--- config.mk ---
export PLATFORM = sky130hd
export DESIGN_NAME = vn4_ram
export DESIGN_NICKNAME = d
export VERILOG_FILES = /design/src/sv/vn4_ram.sv
export SDC_FILE = /design/constraint.sdc
export NUM_CORES = 2
export LEC_CHECK = 0
export BUFFER_PORTS_ARGS = -buffer_cell sky130_fd_sc_hd__buf_4
export CAP_MARGIN = 0
export CORE_UTILIZATION = 30
export CTS_BUF_LIST = sky130_fd_sc_hd__clkbuf_16
export DETAILED_ROUTE_END_ITERATION = 8
export PLACE_DENSITY_LB_ADDON = 0.05
export SYNTH_ARGS = -nofsm -noshare
export SYNTH_HDL_FRONTEND = slang
export SYNTH_SLANG_ARGS = --single-unit
--- constraint.sdc ---
create_clock -name clk -period 3.57 [get_ports clk]
set_input_delay 0.357 -clock clk [delete_from_list [all_inputs] [get_ports clk]]
set_output_delay 0.357 -clock clk [all_outputs]
set_load 0.005 [all_outputs]
--- src/sv/vn4_ram.sv ---
// ----------------------------------------------------------------------------
// vn4_ram: one copy of a lookup table
// Simple dual-port memory, one write port and one registered read port.
// ----------------------------------------------------------------------------
module vn4_ram #(
  parameter int WIDTH     = 8,
  parameter int ADDR_BITS = 8
) (
  input  logic                 clk,
  input  logic                 we,
  input  logic [ADDR_BITS-1:0] waddr,
  input  logic [WIDTH-1:0]     wdata,
  input  logic [ADDR_BITS-1:0] raddr,
  output logic [WIDTH-1:0]     rdata
);

  logic [WIDTH-1:0] mem [1 << ADDR_BITS];

  // Write port.
  always_ff @(posedge clk) begin
    if (we) begin
      mem[waddr] <= wdata;
    end
  end

  // Registered read port.
  always_ff @(posedge clk) begin
    rdata <= mem[raddr];
  end

endmodule
==> impl_metrics.env <==
export IMPL_grt_pass1_wl_um=347000
export IMPL_rows=188
export IMPL_ios=34
export IMPL_dp_cells=7563
export IMPL_gp_congestion=0.794
export IMPL_track_usage_pct=18.9
export IMPL_grt_overflow=0
export IMPL_avgViaCountPerCell=4.94
export IMPL_fin_nets=4309
export IMPL_cts_buffer_depth=3
export IMPL_r2r_start="mem[147][3]"
export IMPL_r2r_end="rdata[3]"
export IMPL_hold_viol=0
export IMPL_drtIter0Drc=3401
export IMPL_clock_sinks=2056
export IMPL_die_w_um=517
export IMPL_drc_errors=0
export IMPL_numCtsBuffers=229
export IMPL_clock_latency_ns=0.85
export IMPL_final_common_cell="edfxtp_1"
export IMPL_drv_slew=0
export IMPL_yosys_cell_types_count=55
export IMPL_synth_seq_cells=2056
export IMPL_grt_pass1_vias=41000
export IMPL_p_per_area_mw_per_mm2=552
export IMPL_wl_per_cell_um=31.3
export IMPL_worst_slew_pin_transition_ns=1.21
export IMPL_hp_class="input pin to flop"
export IMPL_dr_total_vias=39500
export IMPL_syn_inst=3733
export IMPL_clock_root_buffer="clkbuf_16"
export IMPL_leakage_nw=30.1
export IMPL_arrival_ns=3.75
export IMPL_min_period_over_period_pct=85.6
export IMPL_seq_area_frac_synth_pct=77.5
export IMPL_hpwl_um=163000
export IMPL_crit_fanout=21
export IMPL_yosysWarnings=0
export IMPL_holdPathStages=1
export IMPL_io_buffers=33
export IMPL_final_area_mm2=0.0947
export IMPL_synth_enable_flop_cells=2048
export IMPL_fin_skew_ns=0.0251
export IMPL_grt_antenna_before_repair=18
export IMPL_area_growth_pct=19.0
export IMPL_crit_family="simple AND/OR/NAND/NOR gates"
export IMPL_firstDrtPassIters=7
export IMPL_start_util_pct=30.3
export IMPL_grt_max_degree=98
export IMPL_place_area_mm2=0.0874
export IMPL_cts_tree="yes"
export IMPL_finalSetupViolCount=0
export IMPL_post_route_min_period_ns=3.06
export IMPL_crit_path_start_kind="input pin"
export IMPL_rsz0062_at_grt="no"
export IMPL_synth_nets=3759
export IMPL_drive_gt1_share_pct=30.1
export IMPL_cts_max_level=4
export IMPL_slew_limit_headroom_pct=18.7
export IMPL_ff2ff_path_depth=6
export IMPL_maxCapViolCount=0
export IMPL_critical_path_max_stage_delay_ns=1.00
export IMPL_async_flop_share_pct=0
export IMPL_critPathCaptureType="flop"
export IMPL_critPathBufInv=3
export IMPL_synth_flop_cell="edfxtp_1"
export IMPL_clock_fmax_mhz=327
export IMPL_slowest_stage="nor4_1"
export IMPL_syn_avg_cell_area_um2=21.3
export IMPL_clk_pin_slew_worst_paths_ns=0.06
export IMPL_hp_start="wdata[7]"
export IMPL_ir_drop_mv=0.464
export IMPL_ctsResizeCount=0
export IMPL_postRouteAntennaNets=0
export IMPL_syn_cell_area_mm2=0.0796
export IMPL_stdcell_count=7999
export IMPL_dieHeight_um=517
export IMPL_ff2ff_setup_slack_ns=0.52
export IMPL_outcome="complete, no violations"
export IMPL_finalWirelength_um=251000
export IMPL_coreArea_mm2=0.263
export IMPL_final_cell_mix="edfxtp_1 (2048), buf_4 (489), mux4_2 (454), nor2_1 (279), clkbuf_16 (232)"
export IMPL_holdPathEnd="mem[140][7]"
export IMPL_crit_chain="buf_4 > buf_4 > nand2_1 > o22ai_1 > nor3_1 > nor4_1 > buf_4 > nor4_1"
export IMPL_cp_required_ns=4.26
export IMPL_path_class="input pin to flop"
export IMPL_crit_top_cell="buf_4"
export IMPL_die_area_mm2=0.267
## cells by family (layout without fill, tap and decap cells)
kind of cell,count (synthesis),in the layout,share of synthesized area [%]
muxes,591,591,14.6
buffers and inverters,235,980,1.83
DFF,2056,2056,77.5
and+or+nand+nor,466,466,2.63
other,0,6,0
AOI/OAI and AO/OA,385,385,3.42
## how the worst max path moves through the flow
stage | cells after the start | startpoint | to
2_1_floorplan | 9 | raddr[0] | rdata[2]
3_3_place_gp | 9 | raddr[1] | rdata[3]
3_5_place_dp | 10 | raddr[0] | rdata[3]
4_1_cts | 6 | mem[147][3] | rdata[3]
5_1_grt | 6 | mem[146][3] | rdata[3]
6_report | 8 | raddr[4] | rdata[1]
## layer usage
metal	up-vias	track usage, %	wire length [um]
met5	-	0	0
met2	814	31.5	123000
met1	21600	26.4	114000
met3	260	2.32	8720
li1	16800	-	-
met4	0	3.74	4400
## cells in the mapped netlist, types with 3 or more instances
cell type     n  area share (%)
o32ai_1       4           0.044
nand2_1      33            0.16
nor3_1       22            0.14
buf_6        21            0.30
nor4_2        3           0.047
mux2i_1     134             1.7
buf_4        27            0.25
o211ai_1     10           0.094
nor2b_1      31            0.24
o22ai_1      28            0.22
nand2b_1      8           0.063
buf_12        8            0.20
buf_2        31            0.20
o221ai_1     46            0.51
a221oi_1     13            0.14
or2_2         4           0.031
dfxtp_1       8            0.20
buf_1        22            0.10
nand4_1      10           0.079
nor2_1      282             1.3
nand3_1      34            0.21
and2_1        6           0.047
buf_8        13            0.25
edfxtp_1   2048              77
a22o_1        8           0.088
o21ai_0      10           0.063
mux4_2      454              13
a211oi_1     16            0.15
o22a_1        5           0.055
a21oi_1      96            0.60
clkbuf_1    111            0.52
nor4_1       24            0.19
a22oi_1     133             1.3
## registers in the layout, summed over array words and instances (netlist names)
signal	count
mem	2048
rdata	8
## stage by stage
| step | util (%) | hold slack (ns) | setup slack, ns | TNS (ns) | total power [mW] |
|---|---|---|---|---|---|
| detailed placement | 33.2 | 0.823 | -0.400 | -1.46 | 30.1 |
| CTS | 36.0 | 0.00772 | 0.389 | 0 | 53.1 |
| floorplan | - | 0.456 | 1.28 | 0 | 28.4 |
| global placement | 33.2 | 0.817 | -0.406 | -2.40 | 30.1 |
| finish | 36.0 | 0.0182 | 0.515 | 0 | 52.3 |
| global route | 36.0 | 0.00934 | 0.426 | 0 | 53.9 |
## repair_timing
item | CTS | global route
hold endpoints to repair | 111 | 0
buffers inserted | 0 | 0
setup endpoints to repair | 0 | 0
hold buffers | 4 | 0
## power by group
| part | total [mW] | switching, mW | internal (mW) |
|---|---|---|---|
| Sequential | 26.7 | 0.0607 | 26.6 |
| Clock | 22.8 | 9.65 | 13.1 |
| Combinational | 2.80 | 1.82 | 0.981 |
## area by class of cell
type / count / area (um^2)
inverters: 2 / 7.51
fillers: 24600 / 168000
well taps: 3515 / 4400
multi-input cells: 1442 / 16500
clock inverters: 194 / 1420
diodes: 6 / 15.0
repair buffers: 552 / 4840
clock buffers: 232 / 5810
flip-flops and latches: 2056 / 61700
Note: power is estimated with default switching activity, not from simulation.
